**src/hdl/priority_inheritance_tracker_defines.svh**
```systemverilog
// Assertion macros shared by the tracker modules.
// They expect signals named clk and rst_n in the enclosing scope.
`ifndef PRIORITY_INHERITANCE_TRACKER_DEFINES_SVH
`define PRIORITY_INHERITANCE_TRACKER_DEFINES_SVH

// Same-cycle implication, checked outside reset.
`define PIT_ASSERT_IMP(lbl, ante, cons) \
  lbl: assert property (@(posedge clk) disable iff (!rst_n) (ante) |-> (cons)) \
    else $error("pit assertion failed");

// Next-cycle implication, checked outside reset.
`define PIT_ASSERT_NXT(lbl, ante, cons) \
  lbl: assert property (@(posedge clk) disable iff (!rst_n) (ante) |=> (cons)) \
    else $error("pit assertion failed");

`endif

```
**src/hdl/pit_pkg.sv**
```systemverilog
`timescale 1ns / 1ps
package pit_pkg;

  localparam int PRIO_W   = 32;
  localparam int LOCK_W   = 16;
  localparam int STATUS_W = 3;

  typedef enum logic [STATUS_W-1:0] {
    ST_RAISED     = 3'd0,
    ST_NULL       = 3'd1,
    ST_NOT_HIGHER = 3'd2,
    ST_FULL       = 3'd3,
    ST_RELEASED   = 3'd4,
    ST_NOT_FOUND  = 3'd5
  } status_t;

  typedef enum logic {
    REQ_PUSH = 1'b0,
    REQ_POP  = 1'b1
  } req_t;

  typedef enum logic [1:0] {
    S_IDLE,
    S_SCAN,
    S_DRAIN,
    S_FIN
  } pit_state_t;

  // controller -> datapath
  typedef struct packed {
    logic start;   // latch request, reset scan
    logic rd_en;   // read slot at scan index
    logic fin;     // commit result
  } pit_cmd_t;

  // datapath -> controller
  typedef struct packed {
    logic last_idx;  // scan index at final slot
    logic out_busy;  // result register held
  } pit_sts_t;

endpackage

```
**src/hdl/pit_ctrl.sv**
```systemverilog
`timescale 1ns / 1ps
`include "priority_inheritance_tracker_defines.svh"
module pit_ctrl
  import pit_pkg::*;
(
  input  logic     clk,
  input  logic     rst_n,
  input  logic     in_tvalid,
  output logic     in_tready,
  input  pit_sts_t sts,
  output pit_cmd_t cmd
);

  pit_state_t state_r, state_nxt;

  always_ff @(posedge clk) begin
    if (!rst_n) begin
      state_r <= S_IDLE;
    end else begin
      state_r <= state_nxt;
    end
  end

  always_comb begin
    state_nxt = state_r;
    case (state_r)
      S_IDLE: begin
        if (in_tvalid) state_nxt = S_SCAN;
      end
      S_SCAN: begin
        if (sts.last_idx) state_nxt = S_DRAIN;
      end
      S_DRAIN: begin
        state_nxt = S_FIN;
      end
      S_FIN: begin
        if (!sts.out_busy) state_nxt = S_IDLE;
      end
      default: begin
        state_nxt = S_IDLE;
      end
    endcase
  end

  always_comb begin
    cmd       = '0;
    in_tready = 1'b0;
    case (state_r)
      S_IDLE: begin
        in_tready = 1'b1;
        cmd.start = in_tvalid;
      end
      S_SCAN: begin
        cmd.rd_en = 1'b1;
      end
      S_FIN: begin
        cmd.fin = !sts.out_busy;
      end
      default: begin
        cmd = '0;
      end
    endcase
  end

  `PIT_ASSERT_NXT(a_start_scans, cmd.start, state_r == S_SCAN)
  `PIT_ASSERT_NXT(a_scan_drains, (state_r == S_SCAN) && sts.last_idx, state_r == S_DRAIN)
  `PIT_ASSERT_IMP(a_fin_single, cmd.fin, !cmd.rd_en && !cmd.start)

endmodule

```
**src/hdl/pit_dp.sv**
```systemverilog
`timescale 1ns / 1ps
`include "priority_inheritance_tracker_defines.svh"
module pit_dp
  import pit_pkg::*;
#(
  parameter int SLOTS = 8
) (
  input  logic              clk,
  input  logic              rst_n,
  input  pit_cmd_t          cmd,
  output pit_sts_t          sts,
  input  logic              in_tuser,
  input  logic [47:0]       in_tdata,
  input  logic              cfg_wen,
  input  logic [PRIO_W-1:0] cfg_wdata,
  output logic              out_tvalid,
  input  logic              out_tready,
  output logic [39:0]       out_tdata,
  output logic [2:0]        out_tuser
);

  localparam int IDX_W = (SLOTS > 1) ? $clog2(SLOTS) : 1;

  // slot table: lock id and saved priority per entry, used flags in flops
  logic [LOCK_W-1:0] lock_mem [SLOTS];
  logic [PRIO_W-1:0] prio_mem [SLOTS];
  logic [SLOTS-1:0]  slot_vld_r;

  // request
  req_t              req_type_r;
  logic [LOCK_W-1:0] req_lock_r;
  logic [PRIO_W-1:0] req_prio_r;

  // priorities
  logic [PRIO_W-1:0] init_prio_r;
  logic [PRIO_W-1:0] cur_prio_r, cur_prio_nxt;

  // scan
  logic [IDX_W-1:0]  idx_r;
  logic              q_vld_r;
  logic [IDX_W-1:0]  q_idx_r;
  logic              q_used_r;
  logic [LOCK_W-1:0] q_lock_r;
  logic [PRIO_W-1:0] q_prio_r;
  logic              q_match;

  // scan accumulators
  logic              found_r;
  logic [PRIO_W-1:0] best_r;
  logic              have_free_r;
  logic [IDX_W-1:0]  free_idx_r;

  // result
  status_t           res_status;
  logic              res_requeue;
  logic              res_dispatch;
  logic              slot_wr;
  logic              out_vld_r;
  logic [PRIO_W-1:0] out_prio_r;
  status_t           out_status_r;
  logic              out_requeue_r;
  logic              out_dispatch_r;

  assign sts.last_idx = (idx_r == IDX_W'(SLOTS - 1));
  assign sts.out_busy = out_vld_r && !out_tready;

  assign q_match = q_vld_r && q_used_r && (q_lock_r == req_lock_r) &&
                   (req_type_r == REQ_POP);

  always_ff @(posedge clk) begin
    if (cmd.start) begin
      req_type_r <= req_t'(in_tuser);
      req_lock_r <= in_tdata[LOCK_W-1:0];
      req_prio_r <= in_tdata[LOCK_W +: PRIO_W];
    end
  end

  // memory: one read port at scan index, one write port at free index
  always_ff @(posedge clk) begin
    if (cmd.rd_en) begin
      q_lock_r <= lock_mem[idx_r];
      q_prio_r <= prio_mem[idx_r];
      q_used_r <= slot_vld_r[idx_r];
      q_idx_r  <= idx_r;
    end
    if (slot_wr) begin
      lock_mem[free_idx_r] <= req_lock_r;
      prio_mem[free_idx_r] <= cur_prio_r;
    end
  end

  always_ff @(posedge clk) begin
    if (!rst_n) begin
      slot_vld_r <= '0;
      q_vld_r    <= 1'b0;
      idx_r      <= '0;
    end else begin
      q_vld_r <= cmd.rd_en;
      if (cmd.start) begin
        idx_r <= '0;
      end else if (cmd.rd_en) begin
        idx_r <= idx_r + 1'b1;
      end
      if (q_match) begin
        slot_vld_r[q_idx_r] <= 1'b0;
      end
      if (slot_wr) begin
        slot_vld_r[free_idx_r] <= 1'b1;
      end
    end
  end

  always_ff @(posedge clk) begin
    if (cmd.start) begin
      found_r     <= 1'b0;
      best_r      <= init_prio_r;
      have_free_r <= 1'b0;
      free_idx_r  <= '0;
    end else if (q_vld_r) begin
      if (q_match) begin
        found_r <= 1'b1;
      end else if (q_used_r && (q_prio_r > best_r)) begin
        best_r <= q_prio_r;
      end
      if (!have_free_r && !q_used_r) begin
        have_free_r <= 1'b1;
        free_idx_r  <= q_idx_r;
      end
    end
  end

  always_comb begin
    cur_prio_nxt = cur_prio_r;
    res_status   = ST_NULL;
    res_requeue  = 1'b0;
    res_dispatch = 1'b0;
    slot_wr      = 1'b0;
    if (req_lock_r == '0) begin
      res_status = ST_NULL;
    end else if (req_type_r == REQ_PUSH) begin
      if (req_prio_r <= cur_prio_r) begin
        res_status = ST_NOT_HIGHER;
      end else begin
        cur_prio_nxt = req_prio_r;
        res_requeue  = 1'b1;
        if (have_free_r) begin
          res_status = ST_RAISED;
          slot_wr    = cmd.fin;
        end else begin
          res_status = ST_FULL;
        end
      end
    end else if (!found_r) begin
      res_status = ST_NOT_FOUND;
    end else begin
      res_status = ST_RELEASED;
      if (best_r != '0) begin
        cur_prio_nxt = best_r;
        res_dispatch = 1'b1;
      end
    end
  end

  always_ff @(posedge clk) begin
    if (!rst_n) begin
      init_prio_r <= '0;
      cur_prio_r  <= '0;
    end else if (cfg_wen) begin
      init_prio_r <= cfg_wdata;
      cur_prio_r  <= cfg_wdata;
    end else if (cmd.fin) begin
      cur_prio_r <= cur_prio_nxt;
    end
  end

  always_ff @(posedge clk) begin
    if (!rst_n) begin
      out_vld_r <= 1'b0;
    end else if (cmd.fin) begin
      out_vld_r <= 1'b1;
    end else if (out_tready) begin
      out_vld_r <= 1'b0;
    end
  end

  always_ff @(posedge clk) begin
    if (cmd.fin) begin
      out_prio_r     <= cur_prio_nxt;
      out_status_r   <= res_status;
      out_requeue_r  <= res_requeue;
      out_dispatch_r <= res_dispatch;
    end
  end

  assign out_tvalid = out_vld_r;
  assign out_tdata  = {6'd0, out_dispatch_r, out_requeue_r, out_prio_r};
  assign out_tuser  = out_status_r;

  `PIT_ASSERT_IMP(a_flags_excl, out_vld_r, !(out_requeue_r && out_dispatch_r))
  `PIT_ASSERT_NXT(a_not_found_keeps, cmd.fin && !cfg_wen && (res_status == ST_NOT_FOUND),
                  cur_prio_r == $past(cur_prio_r))
  `PIT_ASSERT_NXT(a_one_slot_taken, cmd.fin,
                  $countones(slot_vld_r) <= $countones($past(slot_vld_r)) + 1)

endmodule

```
**src/hdl/priority_inheritance_tracker.sv**
```systemverilog
`timescale 1ns / 1ps
// An accepted item passes the table scan (one slot per cycle), a drain step and the result commit;
// the next item is accepted only once the result has been committed to the output register.
// A finished result waits in the output register; the next item is taken meanwhile.
// Reset (rst_n, synchronous, active low) frees all slots and zeroes both priorities.
// No clearing pass: the table is usable in the first cycle after reset.
module priority_inheritance_tracker
  import pit_pkg::*;
#(
  parameter int SLOTS = 8
) (
  input  logic        clk,
  input  logic        rst_n,
  // request items
  input  logic        in_tvalid,
  output logic        in_tready,
  input  logic [47:0] in_tdata,   // [15:0] lock_id, [47:16] new_priority
  input  logic        in_tuser,   // [0] req_type (0 push, 1 pop)
  // result items
  output logic        out_tvalid,
  input  logic        out_tready,
  output logic [39:0] out_tdata,  // [31:0] effective_priority, [32] requeue,
                                  // [33] dispatch_now, [39:34] zero
  output logic [2:0]  out_tuser,  // [2:0] status
  // initial priority register
  input  logic        cfg_wen,
  input  logic [31:0] cfg_wdata
);

  // Controller sequences IDLE -> SCAN (one slot per cycle) -> DRAIN -> FIN.
  // Datapath holds the slot table, the scan accumulators and the result register.
  pit_cmd_t cmd;
  pit_sts_t sts;

  pit_ctrl u_ctrl (
    .clk       (clk),
    .rst_n     (rst_n),
    .in_tvalid (in_tvalid),
    .in_tready (in_tready),
    .sts       (sts),
    .cmd       (cmd)
  );

  pit_dp #(
    .SLOTS (SLOTS)
  ) u_dp (
    .clk        (clk),
    .rst_n      (rst_n),
    .cmd        (cmd),
    .sts        (sts),
    .in_tuser   (in_tuser),
    .in_tdata   (in_tdata),
    .cfg_wen    (cfg_wen),
    .cfg_wdata  (cfg_wdata),
    .out_tvalid (out_tvalid),
    .out_tready (out_tready),
    .out_tdata  (out_tdata),
    .out_tuser  (out_tuser)
  );

endmodule
```
**config.mk**
```make
export PLATFORM = sky130hd
export DESIGN_NAME = priority_inheritance_tracker
export DESIGN_NICKNAME = d
export VERILOG_FILES = /design/src/hdl/pit_pkg.sv /design/src/hdl/pit_ctrl.sv /design/src/hdl/pit_dp.sv /design/src/hdl/priority_inheritance_tracker.sv
export VERILOG_INCLUDE_DIRS = /design/src /design/src/hdl
export SDC_FILE = /design/constraint.sdc
export NUM_CORES = 1
export LEC_CHECK = 0
export BUFFER_PORTS_ARGS = -buffer_cell sky130_fd_sc_hd__buf_2
export CAP_MARGIN = 30
export CORE_AREA = 5 5 303 231
export DETAILED_ROUTE_END_ITERATION = 10
export DIE_AREA = 0 0 308 236
export PLACE_DENSITY = 0.64
export SLEW_MARGIN = 15
export SYNTH_ARGS = -nofsm -noshare
export SYNTH_HDL_FRONTEND = slang
export SYNTH_SLANG_ARGS = --single-unit
```
**constraint.sdc**
```tcl
create_clock -name clk -period 4.3 [get_ports clk]
set_input_delay 0.43 -clock clk [delete_from_list [all_inputs] [get_ports clk]]
set_output_delay 0.43 -clock clk [all_outputs]
set_load 0.05 [all_outputs]
```
; ---- Word-level counts from Yosys, hierarchy flattened
; Memory sizes are Yosys's and may differ from the RTL's. A register that Yosys moved wholly into a read port is not among the register bits.
; Cells that the tools add are included.
[totals]
mem_count = 2
word_cells = 113
out_inout_bits = 45
inputBits = 86
reg_bits = 206
mem_bits_rw = 384
[memory_table]
columns = memory, depth, word_bits, rd, rd_clocked_by_memory_dff, wr, line
row1 = u_dp.prio_mem, 8, 32, 1, 1, 1, pit_dp.sv:26  ; logic [PRIO_W-1:0] prio_mem [SLOTS];
row2 = u_dp.lock_mem, 8, 16, 1, 1, 1, pit_dp.sv:25  ; logic [LOCK_W-1:0] lock_mem [SLOTS];
[op_classes]
eq_ne = 9
order_cmp = 7
add_sub_neg = 1
muxes = 42
reduce_logical = 26
bitwise_logic = 6
[ops]
columns = operator, n
row1 = 32-bit 2-to-1 mux, 11
row2 = 32-bit > comparator, 1
row3 = 32-bit <= comparator, 1
row4 = 32-bit nonzero test, 1
row5 = 8-bit 2-to-1 mux, 3
row6 = 1-bit 2-to-1 mux, 18
row7 = 16-bit equality test, 1
row8 = 16-bit logical NOT, 1
row9 = 3-bit by 4-bit < comparator with 1-bit output (second input constant), 3
row10 = 8-bit AND, 1
row11 = 1-bit logical AND, 8
row12 = 2-bit 2-to-1 mux, 4
row13 = 2-bit inequality test (second input constant), 4
row14 = 8-bit inverter, 1
row15 = 8-bit OR, 1
row16 = 2-bit case mux with 4 select lines, 1
row17 = 2-bit nonzero test, 4
row18 = 1-bit demux with 3-bit select, 2
row19 = 3-bit by 1-bit >= comparator with 1-bit output (second input constant), 2
row20 = 3-bit 2-to-1 mux, 2
row21 = 3-bit AND reduction, 2
row22 = 2-bit equality test (second input constant), 2
row23 = 1-bit logical NOT, 4
row24 = 2-bit AND reduction, 2
row25 = 8 further kinds, 11

; ---- Logic depth before layout (Yosys ltp)
[logic_depth]
ltp_word = 10
ltp_mapped = 12
ltp_nobuf = 9

; ---- Modules after synthesis
; Synthesis repeated with hierarchy kept, for this count alone.
[unflattened]
hier_cells = 1519
area_unflattened_um2 = 26176.4
[modules_own_cells]
columns = module, n_inst, cells_each, area_per_inst_um2
row1 = pit_dp, 1, 1500, 26011.2
row2 = pit_ctrl, 1, 19, 165.2

; ---- Worst setup path before layout
; OpenSTA, ideal clock, no wires.
[synth_path]
kind = flip-flop to flip-flop
from = register u_dp.best_r[27]
to = register u_dp.best_r[0] (enable)
stages_incl_launch_ff = 10
period_less_slack_ps = 4527
setup_slack_ps = -227
path_buffers = 0
setup_time_ps = 470
arrival_time_ps = 4057
path_cell_list = edfxtp_1 > inv_1 > ha_1 > nand2_1 > nor3_1 > nand3_1 > or3_1 > a32oi_1 > a31oi_1 > o31ai_1
[synth_between]
elab_chain_cells = 4
[synth_lines]
columns = element, line
row1 = from (decl), pit_dp.sv:49  ; logic [PRIO_W-1:0] best_r;
row2 = from (signal assigned), pit_dp.sv:116  ; best_r <= init_prio_r;
row3 = from (signal assigned), pit_dp.sv:123  ; best_r <= q_prio_r;
row4 = 32-bit > comparator, pit_dp.sv:122  ; end else if (q_used_r && (q_prio_r > best_r)) begin
row5 = 1-bit logical AND, pit_dp.sv:122
row6 = 2-bit nonzero test (no source line), --
row7 = 3-bit AND reduction (no source line), --
; No other way between the ends.
; A chain may end at the register's enable or synchronous reset.

; ---- Final worst setup path
[layout_path]
from = register u_dp.cur_prio_r[31]
to = register u_dp.cur_prio_r[20]
[layout_between]
elab_chain_cells = 6
[layout_lines]
columns = element, line
row1 = from (decl), pit_dp.sv:36  ; logic [PRIO_W-1:0] cur_prio_r, cur_prio_nxt;
row2 = from (signal assigned), pit_dp.sv:170  ; cur_prio_r <= cfg_wdata;
row3 = from (signal assigned), pit_dp.sv:172  ; cur_prio_r <= cur_prio_nxt;
row4 = 32-bit <= comparator, pit_dp.sv:141  ; if (req_prio_r <= cur_prio_r) begin
row5 = 32-bit 2-to-1 mux, pit_dp.sv:141
row6 = 32-bit 2-to-1 mux, pit_dp.sv:140  ; end else if (req_type_r == REQ_PUSH) begin
row7 = 32-bit 2-to-1 mux, pit_dp.sv:138  ; if (req_lock_r == '0) begin
row8 = 32-bit 2-to-1 mux, pit_dp.sv:171  ; end else if (cmd.fin) begin
row9 = 32-bit 2-to-1 mux, pit_dp.sv:168  ; end else if (cfg_wen) begin
; No other way between the ends. The select of a mux whose other input is x is not followed.

==> flow_summary_export.csv <==
group,metric,value,unit
run_status,status,"complete, no violations",
setup_path,reg2reg_depth,11,
detailed_routing,firstDrtPassIters,5,
setup_path,worstSetupStartpointType,"flip-flop",
clocking,cts_root_buffer,"clkbuf_16",
worst_hold_path,whs_path_depth,1,
clocking,clock_sinks,638,
setup_path,timing.critical_path.mode_cell,"and4_1",
timing,worst_pin_slew,0.995,ns
floorplan,placementRows,82,
synth,synthMostInstantiatedCell,"edfxtp_1",
synth,synth_warnings,0,
clocking,clock_latency,0.61,ns
placement,dp_cells,2501,
synth,yosys-top-cells-count,"554 x edfxtp_1, 98 x mux4_2, 84 x dfxtp_1",
global_routing,gr-usage-all-layers,18.0,%
timing,grt_setup_unrepaired,"false",
setup_path,critPathMaxFanout,67,
cells_and_area,final_cells,2664,
setup_path,cp.buffers_inverters,3,
global_routing,grt_pass1_vias,15100,
power_and_ir_drop,p_comb_share,19.7,%
clocking,post_cts_buffers,0,
timing,slew_violations,0,
clocking,numCtsBuffers,66,
power_and_ir_drop,internal_power,12.4,mW
clocking,cts_buffer_depth,3,
setup_path,timing.rr.start,"u_dp.cur_prio_r[31]",
worst_hold_path,worstHoldPathType,"input port to flip-flop",
synth,ys_types,56,
power_and_ir_drop,netSwitchingFraction,29.6,%
power_and_ir_drop,clkPwrFrac,32.1,%
power_and_ir_drop,power_frac_seq,48.2,%
power_and_ir_drop,p_switching,5.22,mW
setup_path,critPathTopFamily,"simple AND/OR/NAND/NOR gates",
global_routing,antenna_found_initial,4,
job,cap_violations,0,
power_and_ir_drop,power_density,574,nW/um2
timing,period_needed,3.93,ns
synth,syn_inst,1536,
power_and_ir_drop,ir_drop,0.339,mV
detailed_routing,wl_per_cell,24.9,um
setup_path,critPathMaxStageDelay,0.55,ns
floorplan,die_w,308,um
synth,synth_top_area_share,63.2,%
detailed_routing,vias,15000,
setup_path,worstPathArrival,4.47,ns
clocking,h-tree-depth,3,
placement,gp_congestion,0.813,
synth,ys_ff_latch,638,
setup_path,cp_slowest_cell,"dfxtp_1",
floorplan,start_util,39.7,%
detailed_routing,drt-initial-drc-count,1572,
worst_hold_path,hp-start,"in_tdata[33]",
placement,hpwl,41800,um
clocking,cts_tree,"yes",
clocking,postCtsHoldBufs,43,
synth,synth_area_per_cell,17.1,um2
floorplan,dieArea,72700,um2
synth,async_flop_share,0,%
worst_hold_path,hold_end,"u_dp.req_prio_r[17]",
cells_and_area,final_layout_size_suffix_gt1_share,25.7,%
setup_path,ff2ff_setup_slack,0.37,ns
global_routing,overflow,0,
synth,ys.flop_type,"edfxtp_1",
setup_path,cp.required,4.84,ns
timing,fin_hold_ws,0.0351,ns
timing,fin_skew,0.0312,ns
synth,synth_area,26300,um2
timing,hold_viol,0,
detailed_routing,via_per_inst,5.62,
setup_path,crit_path_end_kind,"flip-flop",
synth,synth_edf_count,554,
setup_path,r2r_end,"u_dp.cur_prio_r[20]",
synth,ys_top_cells_by_area,"edfxtp_1 63%, mux4_2 8.4%, dfxtp_1 6.4%",
synth,synth-seq-area-share,69.6,%
clocking,clkTransAtPathRegs,0.06,ns
floorplan,die_y,236,um
cells_and_area,areaGrowthSynthToFinish,16.6,%
global_routing,grt_pass1_wl,98100,um
global_routing,grt_max_degree,68,
cells_and_area,fin_nets,1886,
detailed_routing,post-route-drc-count,0,
timing,setup_tns,0,ns
timing,slew_headroom,33.7,%
setup_path,setup.worst_path.class,"flip-flop to flip-flop",
setup_path,path_cells,"inv_1 -> ha_1 -> nand4_1 -> or3_1 -> nand2b_1 -> and4_1 -> a211oi_4 -> buf_12 -> and4_1 -> buf_4 -> a221o_1",
detailed_routing,finalWirelength,66500,um
timing,timing.final.crit_share,91.4,%
timing,fmax,0.254,GHz
timing,setup_violations,0,
power_and_ir_drop,cellLeakagePower,10.5,nW
floorplan,num_io_pins,131,
clocking,cts-resized-gates,0,
detailed_routing,postRouteAntennaNets,0,
placement,portBuffers,124,
floorplan,core,66400,um2
synth,synth_top_cell_by_area,"edfxtp_1",
flip-flops by register name, indices dropped and copies added (netlist names), 8 cells and up:
register,cells
u_dp.prio_mem,256
u_dp.lock_mem,128
u_dp.best_r,32
u_dp.cur_prio_r,32
u_dp.init_prio_r,32
u_dp.out_prio_r,32
u_dp.q_prio_r,32
u_dp.req_prio_r,32
u_dp.q_lock_r,16
u_dp.req_lock_r,16
u_dp.slot_vld_r,8
how the worst max path moves through the flow:
stage / start / end / slack [ns] / depth (start not counted)
3_3_place_gp: u_dp.cur_prio_r[31] / u_dp.cur_prio_r[31] / 0.65 / 11
5_1_grt: u_dp.cur_prio_r[31] / u_dp.cur_prio_r[5] / 0.17 / 11
3_5_place_dp: u_dp.cur_prio_r[31] / u_dp.cur_prio_r[7] / 0.47 / 11
4_1_cts: u_dp.cur_prio_r[31] / u_dp.cur_prio_r[7] / 0.44 / 11
2_1_floorplan: u_dp.cur_prio_r[29] / u_dp.lock_mem[0][0] / 0.53 / 9
6_report: u_dp.cur_prio_r[31] / u_dp.cur_prio_r[20] / 0.37 / 11
per-stage QoR:
stage / utilization [%] / worst slack (ns) / area [um2] / total power, mW
CTS: 46.2 / 0.438 / 30700 / 17.7
floorplan: - / 0.534 / 26300 / 10.6
global route: 46.2 / 0.171 / 30700 / 18.4
finish: 46.2 / 0.370 / 30700 / 17.6
detailed placement: 42.4 / 0.468 / 28100 / 12.0
global placement: 42.4 / 0.646 / 28100 / 11.9
worst reg2reg max path, delay by kind of cell, from the launching register on:
family,cells,cell delay [ns]
DFF,1,0.55
adders and majority gates,1,0.34
AOI/OAI and AO/OA,2,0.70
and+or+nand+nor,5,1.39
buffers and inverters,3,0.90
cells in the final DEF (no fill, tap or decap), drive strengths merged, types with 6 or more instances in the layout:
| master | synthesis | final |
|---|---|---|
| a21oi | 24 | 24 |
| conb | 1 | 6 |
| mux4 | 98 | 98 |
| inv | 75 | 81 |
| o21ai | 45 | 45 |
| nand3 | 9 | 9 |
| xnor2 | 6 | 6 |
| clkbuf | 50 | 84 |
| nand2b | 8 | 8 |
| nor4 | 18 | 18 |
| nor3 | 7 | 7 |
| a221oi | 32 | 32 |
| nor2 | 54 | 54 |
| nand2 | 28 | 28 |
| mux2i | 38 | 38 |
| buf | 37 | 165 |
| mux2 | 80 | 80 |
| and4 | 6 | 6 |
| clkinv | 1 | 23 |
| dfxtp | 84 | 84 |
| xor2 | 11 | 11 |
| a221o | 32 | 32 |
| a22oi | 31 | 31 |
| o21a | 17 | 17 |
| edfxtp | 554 | 554 |
| dlygate4sd3 | 0 | 43 |
| bufinv | 0 | 6 |
| nor2b | 36 | 36 |
| nand4 | 16 | 16 |
| ha | 70 | 70 |
| o31ai | 32 | 32 |
power by group through the flow:
| stage | Combinational (mW) | Clock (mW) | Sequential [mW] |
|---|---|---|---|
| floorplan | 2.33 | 0 | 8.32 |
| global placement | 3.37 | 0 | 8.58 |
| detailed placement | 3.42 | 0 | 8.61 |
| CTS | 3.48 | 5.77 | 8.48 |
| global route | 3.78 | 6.04 | 8.57 |
| finish | 3.47 | 5.66 | 8.49 |
layer usage:
layer / vias up / GRT usage [%] / share of wire, %
met5: - / 0 / 0.011
met4: 2 / 5.10 / 2.6
met3: 109 / 4.98 / 8.8
met2: 655 / 26.8 / 45
met1: 7681 / 26.0 / 44
li1: 6530 / - / -
logic make-up (layout without fill, tap and decap cells):
family | Yosys count | after routing | share of synthesized area [%]
buf+inv | 163 | 403 | 2.69
compound gates | 234 | 234 | 6.54
simple gates | 197 | 197 | 4.02
other cells | 1 | 7 | 0.0142
xor+xnor | 17 | 17 | 0.566
fa+ha+maj | 70 | 70 | 3.33
mux | 216 | 216 | 13.3
flops | 638 | 638 | 69.6
final cells by class:
type                            count  area (um2)
Clock buffer                       84        1760
Clock inverter                     35         373
Fill cell                        5645       35700
Antenna cell                        1        2.50
Sequential cell                   638       18300
Timing Repair Buffer              208        1490
Inverter                           76         285
Tap cell                          882        1100
Multi-Input combinational cell    740        7360
Note: power is estimated with default switching activity, not from simulation.
